**src/hdl/wfrh_pkg.sv**
```systemverilog
// ----------------------------------------------------------------------------
// wfrh_pkg
// Shared constants, controller/datapath command types and the CORDIC angle
// table and gain correction, built at elaboration.
// ----------------------------------------------------------------------------
package wfrh_pkg;

    localparam int CORDIC_STEPS = 20;
    localparam int FRAC_BITS    = 16;
    localparam int TAB_LEN      = 32;
    localparam int RUN_STEPS    = (CORDIC_STEPS < TAB_LEN) ? CORDIC_STEPS : TAB_LEN;
    localparam int CNT_W        = $clog2(TAB_LEN);

    // field widths
    localparam int PNT_W  = 48;
    localparam int HDG_W  = 25;
    // angle accumulator: degrees * 2^32, covers +/-512 degrees
    localparam int ANG_W  = 42;
    localparam int ANG_SH = 32 - FRAC_BITS;
    // sin/cos in Q30
    localparam int COEF_W = 32;
    // multiply-accumulate phases per map coordinate
    localparam int MAC_PHASES = 10;

    localparam longint ONE_DEG   = 64'sd1 <<< FRAC_BITS;
    localparam longint DEG180_F  = 180 * ONE_DEG;
    localparam longint DEG360_F  = 360 * ONE_DEG;
    localparam longint YAW_RESET = -90 * ONE_DEG;
    localparam longint DEG90_A   = 90 * (64'sd1 <<< 32);
    localparam longint DEG180_A  = 180 * (64'sd1 <<< 32);

    typedef logic [TAB_LEN-1:0][63:0] t_rom;

    // controller to datapath
    typedef struct packed {
        logic             capture;
        logic             load;
        logic             sc_init;
        logic             cordic_step;
        logic             rot_mode;
        logic [CNT_W-1:0] idx;
        logic             sc_fin;
        logic             mac;
        logic             mac_set;
        logic [3:0]       mac_phase;
        logic             hd_prep;
        logic             hd_sel;
        logic             hd_chk;
        logic             hd_norm;
        logic             hd_flip;
        logic             hd_fin;
        logic             done;
    } t_cmd;

    // datapath to controller
    typedef struct packed {
        logic valid;
        logic special;
        logic norm_done;
    } t_sts;

    // restoring unsigned divide, elaboration only
    function automatic logic [63:0] udiv64(input logic [63:0] n, input logic [63:0] d);
        logic [63:0] q;
        logic [64:0] r;
        q = '0;
        r = '0;
        for (int b = 63; b >= 0; b--) begin
            r = {r[63:0], n[b]};
            if (r >= {1'b0, d}) begin
                r    = r - {1'b0, d};
                q[b] = 1'b1;
            end
        end
        return q;
    endfunction

    // round(num * 2^bits / den), num < den
    function automatic logic [63:0] div_frac(input logic [63:0] num, input logic [63:0] den,
                                             input int bits);
        logic [63:0] q;
        logic [63:0] rem;
        q   = '0;
        rem = num;
        for (int i = 0; i < bits; i++) begin
            rem = rem << 1;
            q   = q << 1;
            if (rem >= den) begin
                rem  = rem - den;
                q[0] = 1'b1;
            end
        end
        if ((rem << 1) >= den)
            q = q + 64'd1;
        return q;
    endfunction

    // atan(1/m) in radians * 2^62 by its series
    function automatic logic signed [63:0] atan_inv(input logic [63:0] m);
        logic [63:0]        p;
        logic [63:0]        odd;
        logic [63:0]        term;
        logic signed [63:0] sum;
        logic               neg;
        p   = udiv64(64'd1 << 62, m);
        odd = 64'd1;
        sum = '0;
        neg = 1'b0;
        while (p != 64'd0) begin
            term = udiv64(p, odd);
            sum  = neg ? sum - $signed(term) : sum + $signed(term);
            neg  = !neg;
            odd  = odd + 64'd2;
            p    = udiv64(p, m * m);
        end
        return sum;
    endfunction

    function automatic t_rom build_rom();
        t_rom        r;
        logic [63:0] quarter;
        r       = '0;
        quarter = 64'(atan_inv(64'd2) + atan_inv(64'd3));
        r[0]    = 64'd45 << 32;
        for (int i = 1; i < TAB_LEN; i++)
            r[i] = div_frac(64'(atan_inv(64'd1 << i)), quarter, 32) * 64'd45;
        return r;
    endfunction

    function automatic logic signed [63:0] build_gain();
        logic signed [63:0] x;
        logic signed [63:0] y;
        logic signed [63:0] nx;
        logic signed [63:0] ny;
        logic signed [63:0] g;
        x = 64'sd1 <<< 60;
        y = '0;
        for (int i = 0; i < RUN_STEPS; i++) begin
            if (y >= 0) begin
                nx = x + (y >>> i);
                ny = y - (x >>> i);
            end else begin
                nx = x - (y >>> i);
                ny = y + (x >>> i);
            end
            x = nx;
            y = ny;
        end
        if (x > (64'sd1 <<< 60))
            g = $signed(div_frac(64'd1 << 60, 64'(x), 60));
        else
            g = 64'sd1 <<< 60;
        return g;
    endfunction

    // atan(2^-i) in degrees * 2^32
    localparam t_rom               ATAN_ROM = build_rom();
    // 2^60 / CORDIC gain
    localparam logic signed [63:0] GAIN_FIX = build_gain();

endpackage

```
**src/hdl/wfrh_ctrl.sv**
```systemverilog
// ----------------------------------------------------------------------------
// wfrh_ctrl
// Sequencer: yaw sine/cosine run, map rotation multiply-accumulate, then, when
// headings are due, two atan2 runs on the shared CORDIC datapath.
// ----------------------------------------------------------------------------
module wfrh_ctrl (
    input  logic            i_clk,
    input  logic            i_rst_n,
    input  logic            i_in_fire,
    input  logic            i_out_free,
    input  wfrh_pkg::t_sts  i_sts,
    output logic            o_in_ready,
    output logic            o_out_load,
    output wfrh_pkg::t_cmd  o_cmd
);

    typedef enum logic [12:0] {
        S_IDLE    = 13'b0000000000001,
        S_LOAD    = 13'b0000000000010,
        S_SC_INIT = 13'b0000000000100,
        S_SC_RUN  = 13'b0000000001000,
        S_SC_FIN  = 13'b0000000010000,
        S_MAC     = 13'b0000000100000,
        S_HD_PREP = 13'b0000001000000,
        S_HD_CHK  = 13'b0000010000000,
        S_HD_NORM = 13'b0000100000000,
        S_HD_FLIP = 13'b0001000000000,
        S_HD_RUN  = 13'b0010000000000,
        S_HD_FIN  = 13'b0100000000000,
        S_DONE    = 13'b1000000000000
    } t_state;

    t_state                     r_state, n_state;
    logic [wfrh_pkg::CNT_W-1:0] r_cnt, n_cnt;
    logic                       r_sel, n_sel;
    logic                       step_last;
    logic                       mac_set;

    assign step_last = (r_cnt == wfrh_pkg::CNT_W'(wfrh_pkg::RUN_STEPS - 1));
    assign mac_set   = (r_cnt >= wfrh_pkg::CNT_W'(wfrh_pkg::MAC_PHASES));

    // next state and commands
    always_comb begin
        n_state       = r_state;
        n_cnt         = r_cnt;
        n_sel         = r_sel;
        o_cmd         = '0;
        o_cmd.idx     = r_cnt;
        o_cmd.hd_sel  = r_sel;
        o_cmd.mac_set = mac_set;
        o_cmd.mac_phase = mac_set ?
            4'(r_cnt - wfrh_pkg::CNT_W'(wfrh_pkg::MAC_PHASES)) : 4'(r_cnt);
        o_in_ready    = 1'b0;
        o_out_load    = 1'b0;
        case (r_state)
            S_IDLE: begin
                o_in_ready = 1'b1;
                if (i_in_fire) begin
                    o_cmd.capture = 1'b1;
                    n_state       = S_LOAD;
                end
            end
            S_LOAD: begin
                o_cmd.load = 1'b1;
                n_state    = S_SC_INIT;
            end
            S_SC_INIT: begin
                o_cmd.sc_init = 1'b1;
                n_cnt         = '0;
                n_state       = S_SC_RUN;
            end
            S_SC_RUN: begin
                o_cmd.cordic_step = 1'b1;
                o_cmd.rot_mode    = 1'b1;
                if (step_last) begin
                    n_cnt   = '0;
                    n_state = S_SC_FIN;
                end else begin
                    n_cnt = r_cnt + 1'b1;
                end
            end
            S_SC_FIN: begin
                o_cmd.sc_fin = 1'b1;
                n_cnt        = '0;
                n_state      = S_MAC;
            end
            S_MAC: begin
                o_cmd.mac = 1'b1;
                if (r_cnt == wfrh_pkg::CNT_W'(2 * wfrh_pkg::MAC_PHASES - 1)) begin
                    n_cnt   = '0;
                    n_sel   = 1'b0;
                    n_state = i_sts.valid ? S_HD_PREP : S_DONE;
                end else begin
                    n_cnt = r_cnt + 1'b1;
                end
            end
            S_HD_PREP: begin
                o_cmd.hd_prep = 1'b1;
                n_state       = S_HD_CHK;
            end
            S_HD_CHK: begin
                o_cmd.hd_chk = 1'b1;
                n_state      = i_sts.special ? S_HD_FIN : S_HD_NORM;
            end
            S_HD_NORM: begin
                o_cmd.hd_norm = 1'b1;
                if (i_sts.norm_done)
                    n_state = S_HD_FLIP;
            end
            S_HD_FLIP: begin
                o_cmd.hd_flip = 1'b1;
                n_cnt         = '0;
                n_state       = S_HD_RUN;
            end
            S_HD_RUN: begin
                o_cmd.cordic_step = 1'b1;
                if (step_last) begin
                    n_cnt   = '0;
                    n_state = S_HD_FIN;
                end else begin
                    n_cnt = r_cnt + 1'b1;
                end
            end
            S_HD_FIN: begin
                o_cmd.hd_fin = 1'b1;
                if (r_sel) begin
                    n_state = S_DONE;
                end else begin
                    n_sel   = 1'b1;
                    n_state = S_HD_PREP;
                end
            end
            S_DONE: begin
                if (i_out_free) begin
                    o_cmd.done = 1'b1;
                    o_out_load = 1'b1;
                    n_state    = S_IDLE;
                end
            end
            default: n_state = S_IDLE;
        endcase
    end

    always_ff @(posedge i_clk) begin
        if (!i_rst_n) begin
            r_state <= S_IDLE;
            r_cnt   <= '0;
            r_sel   <= 1'b0;
        end else begin
            r_state <= n_state;
            r_cnt   <= n_cnt;
            r_sel   <= n_sel;
        end
    end

endmodule

```
**config.mk**
```make
export PLATFORM = sky130hd
export DESIGN_NAME = wfrh_ctrl
export DESIGN_NICKNAME = d
export VERILOG_FILES = /design/src/hdl/wfrh_pkg.sv /design/src/hdl/wfrh_ctrl.sv
export SDC_FILE = /design/constraint.sdc
export NUM_CORES = 1
export LEC_CHECK = 0
export ABC_CLOCK_PERIOD_IN_PS = 2300
export BUFFER_PORTS_ARGS = -buffer_cell sky130_fd_sc_hd__buf_2
export CAP_MARGIN = 20
export CORE_UTILIZATION = 30
export CTS_CLUSTER_SIZE = 16
export DETAILED_ROUTE_END_ITERATION = 10
export PLACE_DENSITY = 0.64
export SLEW_MARGIN = 25
export SYNTH_ARGS = -nofsm -noshare
export SYNTH_HDL_FRONTEND = slang
export SYNTH_SLANG_ARGS = --single-unit
```
**constraint.sdc**
```tcl
create_clock -name i_clk -period 2.3 [get_ports i_clk]
set_input_delay 0.69 -clock i_clk [delete_from_list [all_inputs] [get_ports i_clk]]
set_output_delay 0.69 -clock i_clk [all_outputs]
set_load 0.02 [all_outputs]
```
==> run summary, run 1 <==
Initial DRC Count: 57
DRC violations left: 0
Pwr per Cell Area: 420 nW/um^2
post-synthesis adder-cell area fraction: 0.0371
total grt overflow: 0
Vias/cell: 5.19
via count: 1527
Worst Path Max Fanout: 4
PnR Total Power: 0.000888 W
status: finished, violations left
nature of the critical path endpoint: primary output
vias in the first global route: 1435
RSZ-0062 raised after global routing: yes
dpl cells: 265
routed length per placed instance: 14.3 um
wirelength, routed: 4190 um
routability cong.: 0.868
hold path cells: 2
Critical R2R Launch: r_state[7]
Port Buffer Count: 32
Crit Path Category: flop to primary output
mux cell area share after synthesis: 0
Synth Area in XOR/XNOR: 0.0260
total clock sinks: 19
top post-synthesis cells by count: dfxtp_1, nor2_1, nand2_1
initial antenna violation count: 0
most numerous cell in the Yosys netlist: dfxtp_1
cts hold-fix bufs: 0
Final TNS setup: -1.05 ns
DRT Pass-1 Iters: 4
io pins: 33
share of the synthesized area in the top cell type: 0.282
FF+latch count, synth: 19
FP Rows: 24
Final Hold Vio Count: 0
hold wc startpoint: r_cnt[0]
Worst Hold Class: flop to flop
Ys Warns: 0
simple-gate share of the synthesized area: 0.404
post-route ant nets: 0
first-pass GRT wire length: 6690 um
All-Layer GR Usage: 0.170
R2R setup slack: -0.09 ns
WHS: 0.516 ns
sequential share of the synthesized area: 0.282
htree depth: 1
clock slew at reported path FFs: 0.08 ns
largest family of logic cells by synthesized area: simple AND/OR/NAND/NOR gates
DPL Wire Length: 2780 um
Clock Latency Late Sink: 0.26 ns
clock skew: 0.00383 ns
TritonCTS clock tree: built
Initial Util: 0.312
area post-placement: 1700 um^2
Leak: 0.999 nW
Synth Instances: 172
reg2reg end: r_state[11]
part of the cycle the worst path needs: 1.09
Post-Syn Area: 1350 um^2
Area contributors post-synth: dfxtp_1, buf_4, nor2_1
Primary FF master, synth: dfxtp_1
fillers: 417
design area: 2120 um^2
Die Width: 69.1 um
Synth area leader: dfxtp_1
Worst Tran Pin Value: 0.405 ns
Core Box Area: 4320 um^2
share of layout cells above drive strength 1: 0.508
Post-Layout Cell Count: 294
Synth Area in Compound Gates: 0.146
Critical Path RT: 1.61 ns
Hold Crit Endpoint: r_cnt[0]
ANT cells: 0
Final setup viols: 9
Post-Syn Nets: 183
Synth async-reset ratio: 0
Synth-to-Final Area Change: 56.9%
Die H: 69.1 um
CTS root buffer: clkbuf_8
number of synthesized flops with an enable pin: 0
fmax: 400 MHz
violated checks: setup timing
Worst VDD drop: 298 uV
Rel. slew slack: 0.729
largest net degree at the start of global routing: 12
Worst Setup Start Kind: flop
die area: 4770 um^2
Tmin final: 2.50 ns
fin nets: 254
maxcap violations: 0
Worst EP arrival: 1.81 ns
Slew Viols, Final: 0
worst r2r path cells: 16
final setup margin: -0.201 ns
cts bufs inserted: 3
clk buf depth: 2
post-synth cell types: 44
syn avg cell area: 7.84 um^2
-- metal layers --
metal,vias up,track usage,share of wire
met1,726,0.228,0.44
met5,-,0,0
met2,40,0.280,0.48
met3,10,0.0278,0.052
met4,0,0.0476,0.020
li1,751,-,-
-- worst max-delay path: stages, from the launching register on --
cell	delay [ns]
dfxtp_2	0.35
nor4_4	0.34
nand3_2	0.15
or3_4	0.38
nor2_4	0.09
and2_4	0.14
buf_6	0.10
-- how the worst max path moves through the flow --
| stage | start | end | slack (ns) | depth (start not counted) |
|---|---|---|---|---|
| 6_report | r_state[4] | o_cmd[23] | -0.20 | 6 |
| 5_1_grt | r_state[4] | o_cmd[23] | -0.26 | 6 |
| 4_1_cts | r_state[6] | o_cmd[23] | -0.20 | 6 |
| 3_5_place_dp | r_state[4] | o_cmd[23] | 0.05 | 6 |
| 3_3_place_gp | r_state[4] | o_cmd[23] | 0.06 | 6 |
| 2_1_floorplan | r_state[7] | o_cmd[23] | -0.11 | 6 |
-- placed cells by master, fill, tap and decap left out, types with 3 or more instances in the layout --
master    count
nand4_1       6
buf_6        13
nor2b_1       5
nor4b_1       4
buf_2        18
o21a_1        6
clkbuf_8      3
o21ai_0       3
buf_4        52
ha_1          3
dfxtp_1      10
nor3_1        4
inv_1         8
nand2_1      14
a21boi_0      3
nor2_1       14
nand2b_1      4
a21oi_1       7
nand3_1       8
and4_4        4
nor3_2        4
dfxtp_2       8
-- metrics by stage --
| step | setup WS (ns) | util |
|---|---|---|
| finish | -0.201 | 0.489 |
| global route | -0.263 | 0.489 |
| CTS | -0.203 | 0.456 |
| detailed placement | 0.0510 | 0.392 |
| global placement | 0.0580 | 0.392 |
| floorplan | -0.107 | - |
-- cell type report --
cell class                      instances  area (um^2)  share of cell area
Clock buffer                            3         41.3              0.0195
Clock inverter                          1         5.00             0.00237
Inverter                                9         33.8              0.0160
Multi-Input combinational cell        127          950               0.449
Sequential cell                        19          394               0.186
Tap cell                               52         65.1              0.0308
Timing Repair Buffer                   83          627               0.296
-- power breakdown --
part / internal, W / switching, W / total [W]
Clock: 0.000121 / 0.000125 / 0.000245
Sequential: 0.000338 / 0.00000666 / 0.000344
Combinational: 0.000164 / 0.000134 / 0.000298
Total: 0.000622 / 0.000266 / 0.000888
-- what timing repair did --
item                                    CTS  global route
endpoints found under the setup margin   14            22
setup buffers                            17             9
endpoints found under the hold margin     0             0
pin swaps                                10             9
gates resized for setup                  32            25
-- logic make-up (layout without fill, tap and decap cells) --
| group | Yosys count | count (layout) |
|---|---|---|
| fa+ha+maj | 4 | 4 |
| xor+xnor | 4 | 4 |
| simple gates | 90 | 90 |
| compound gates | 29 | 29 |
| flops | 19 | 19 |
| buf+inv | 26 | 96 |
-- flip-flops by register name (all words and copies together) (netlist names) --
name,flops
r_state,13
r_sel,1
r_cnt,5
(Power assumes the default switching activity.)
==> run 2, diff against run 1 <==
--- a/config.mk
+++ b/config.mk
@@ -7,3 +7,3 @@
 export LEC_CHECK = 0
-export ABC_CLOCK_PERIOD_IN_PS = 2300
+export ABC_CLOCK_PERIOD_IN_PS = 3100
 export BUFFER_PORTS_ARGS = -buffer_cell sky130_fd_sc_hd__buf_2
@@ -13,3 +13,3 @@
 export DETAILED_ROUTE_END_ITERATION = 10
-export PLACE_DENSITY = 0.64
+export PLACE_DENSITY = 0.62
 export SLEW_MARGIN = 25
==> constraint.sdc (replaced) <==
create_clock -name i_clk -period 3.1 [get_ports i_clk]
set_input_delay 0 -clock i_clk [delete_from_list [all_inputs] [get_ports i_clk]]
set_output_delay 0 -clock i_clk [all_outputs]
set_load 0.02 [all_outputs]
==> run 2 against run 1 <==
Net effect: flip-flop and latch count is the same; wire length shrank 23%; final cell count shrank 16%; the run now ends clean; power shrank 40%; global-route usage shrank 3.0 points.
==> run summary, run 2 (same netlist as run 1, synthesis figures left out) <==
first-pass GRT wire length: 5540 um
Initial DRC Count: 73
routability cong.: 0.846
Critical Path RT: 3.27 ns
share of layout cells above drive strength 1: 0.232
DR top layer: met4
nature of the critical path endpoint: flop
io pins: 33
worst r2r path cells: 5
Clock Latency Late Sink: 0.26 ns
post-route ant nets: 0
PnR Total Power: 0.000533 W
ANT cells: 0
maxcap violations: 0
Final Hold Vio Count: 0
Worst Hold Class: input port to flop
RSZ-0062 raised after global routing: no
Tmin final: 2.37 ns
htree depth: 1
Initial Util: 0.312
Critical R2R Launch: r_state[10]
critical path startpoint: r_state[10]
largest net degree at the start of global routing: 13
Worst Tran Pin Value: 0.527 ns
Slew Viols, Final: 0
commonest non-fill, non-tap cell in the layout: buf_2
sequential power share: 0.489
FP Rows: 24
Crit Path Category: flop to flop
die area: 4770 um^2
sw frac: 0.292
Die Width: 69.1 um
Synth-to-Final Area Change: 14.0%
Hold Crit Endpoint: r_state[6]
total clock sinks: 19
via count: 1273
cts bufs inserted: 3
met3 wire len: 229 um
wirelength, routed: 3230 um
fillers: 483
Rel. slew slack: 0.646
dpl cells: 241
initial antenna violation count: 0
Worst Path Max Fanout: 12
CTS root buffer: clkbuf_8
DRT Pass-1 Iters: 5
Post-Layout Cell Count: 246
DPL Wire Length: 2450 um
clk buf depth: 2
hold wc startpoint: i_sts[2]
Vias/cell: 5.17
reg2reg end: r_state[7]
M1 WL: 1510 um
P_sw: 0.000156 W
clock skew: 0.00761 ns
Port Buffer Count: 32
max reg flops: 13
Met2 Wirelength: 1450 um
most flop-heavy register: r_state
Worst Setup Start Kind: flop
Comb pwr share: 0.184
status: complete, no violations
hold path cells: 3
post-cts resize count: 0
pre-CTS setup slack: 0.757 ns
Die H: 69.1 um
vias in the first global route: 1172
total grt overflow: 0
part of the cycle the worst path needs: 0.764
Core Box Area: 4320 um^2
Worst VDD drop: 212 uV
area occupied by multi-input gates: 827 um^2
Final setup viols: 0
Leak: 0.703 nW
Final TNS setup: 0 ns
FF/Latch Area: 380 um^2
top flop regs: r_state (13), r_cnt (5), r_sel (1)
TritonCTS clock tree: built
R2R setup slack: 0.73 ns
All-Layer GR Usage: 0.141
fin nets: 206
P_int: 0.000377 W
DRC violations left: 0
fmax: 422 MHz
Worst EP arrival: 2.54 ns
Pwr per Cell Area: 346 nW/um^2
final setup margin: 0.732 ns
Clock Power Share: 0.327
most frequent cells in the layout: buf_2, dfxtp_1, nor2_1, nand2_1
routed length per placed instance: 13.1 um
clock slew at reported path FFs: 0.08 ns
==> run 2: worst max path at each step <==
stage | to | slack [ns] | cells after the start
after floorplan | o_cmd[23] | 0.96 | 6
after global placement | r_state[7] | 0.78 | 6
after detailed placement | r_state[7] | 0.76 | 6
after CTS | r_state[7] | 0.72 | 6
after global routing | r_state[7] | 0.54 | 6
final | r_state[7] | 0.73 | 5
==> run 2: metrics by stage <==
| stage | hold slack, ns | utilization | area [um^2] |
|---|---|---|---|
| 3_5_place_dp | 0.254 | 0.343 | 1480 |
| 2_1_floorplan | 0.137 | - | 1350 |
| 4_1_cts | 0.0470 | 0.356 | 1540 |
| 3_3_place_gp | 0.257 | 0.343 | 1480 |
| 6_report | 0.0525 | 0.356 | 1540 |
| 5_1_grt | 0.0598 | 0.356 | 1540 |
==> run 2: power groups by stage <==
stage | logic (W) | registers [W] | clock network [W]
final | 0.0000980 | 0.000261 | 0.000174
after global routing | 0.000108 | 0.000263 | 0.000195
after CTS | 0.0000980 | 0.000260 | 0.000182
after detailed placement | 0.0000967 | 0.000266 | 0
after global placement | 0.0000980 | 0.000266 | 0
after floorplan | 0.0000717 | 0.000264 | 0
==> run 2: final cells by class <==
| class | instances | share of cell area |
|---|---|---|
| Multi-Input combinational cell | 127 | 0.538 |
| Sequential cell | 19 | 0.247 |
| Timing Repair Buffer | 35 | 0.120 |
| Tap cell | 52 | 0.0423 |
| Clock buffer | 3 | 0.0269 |
| Inverter | 9 | 0.0220 |
| Clock inverter | 1 | 0.00325 |
==> run 2: critical path: stages, from the launching register on <==
cell and delay, ns:
dfxtp_1 0.55, nor3_1 0.18, and4_4 0.25, o21ba_1 0.31, or4b_1 0.73, nor4b_4 0.25
==> run 2: layer usage <==
| layer | global-route usage | up-vias |
|---|---|---|
| li1 | - | 653 |
| met1 | 0.189 | 560 |
| met2 | 0.215 | 56 |
| met3 | 0.0395 | 4 |
| met4 | 0.0499 | 0 |
| met5 | 0 | - |
==> run 2: what timing repair did <==
item / 4_1_cts / 5_1_grt
hold buffers: 1 / 0
setup endpoints to repair: 0 / 0
setup buffers: 0 / 0
endpoints found under the hold margin: 1 / 0
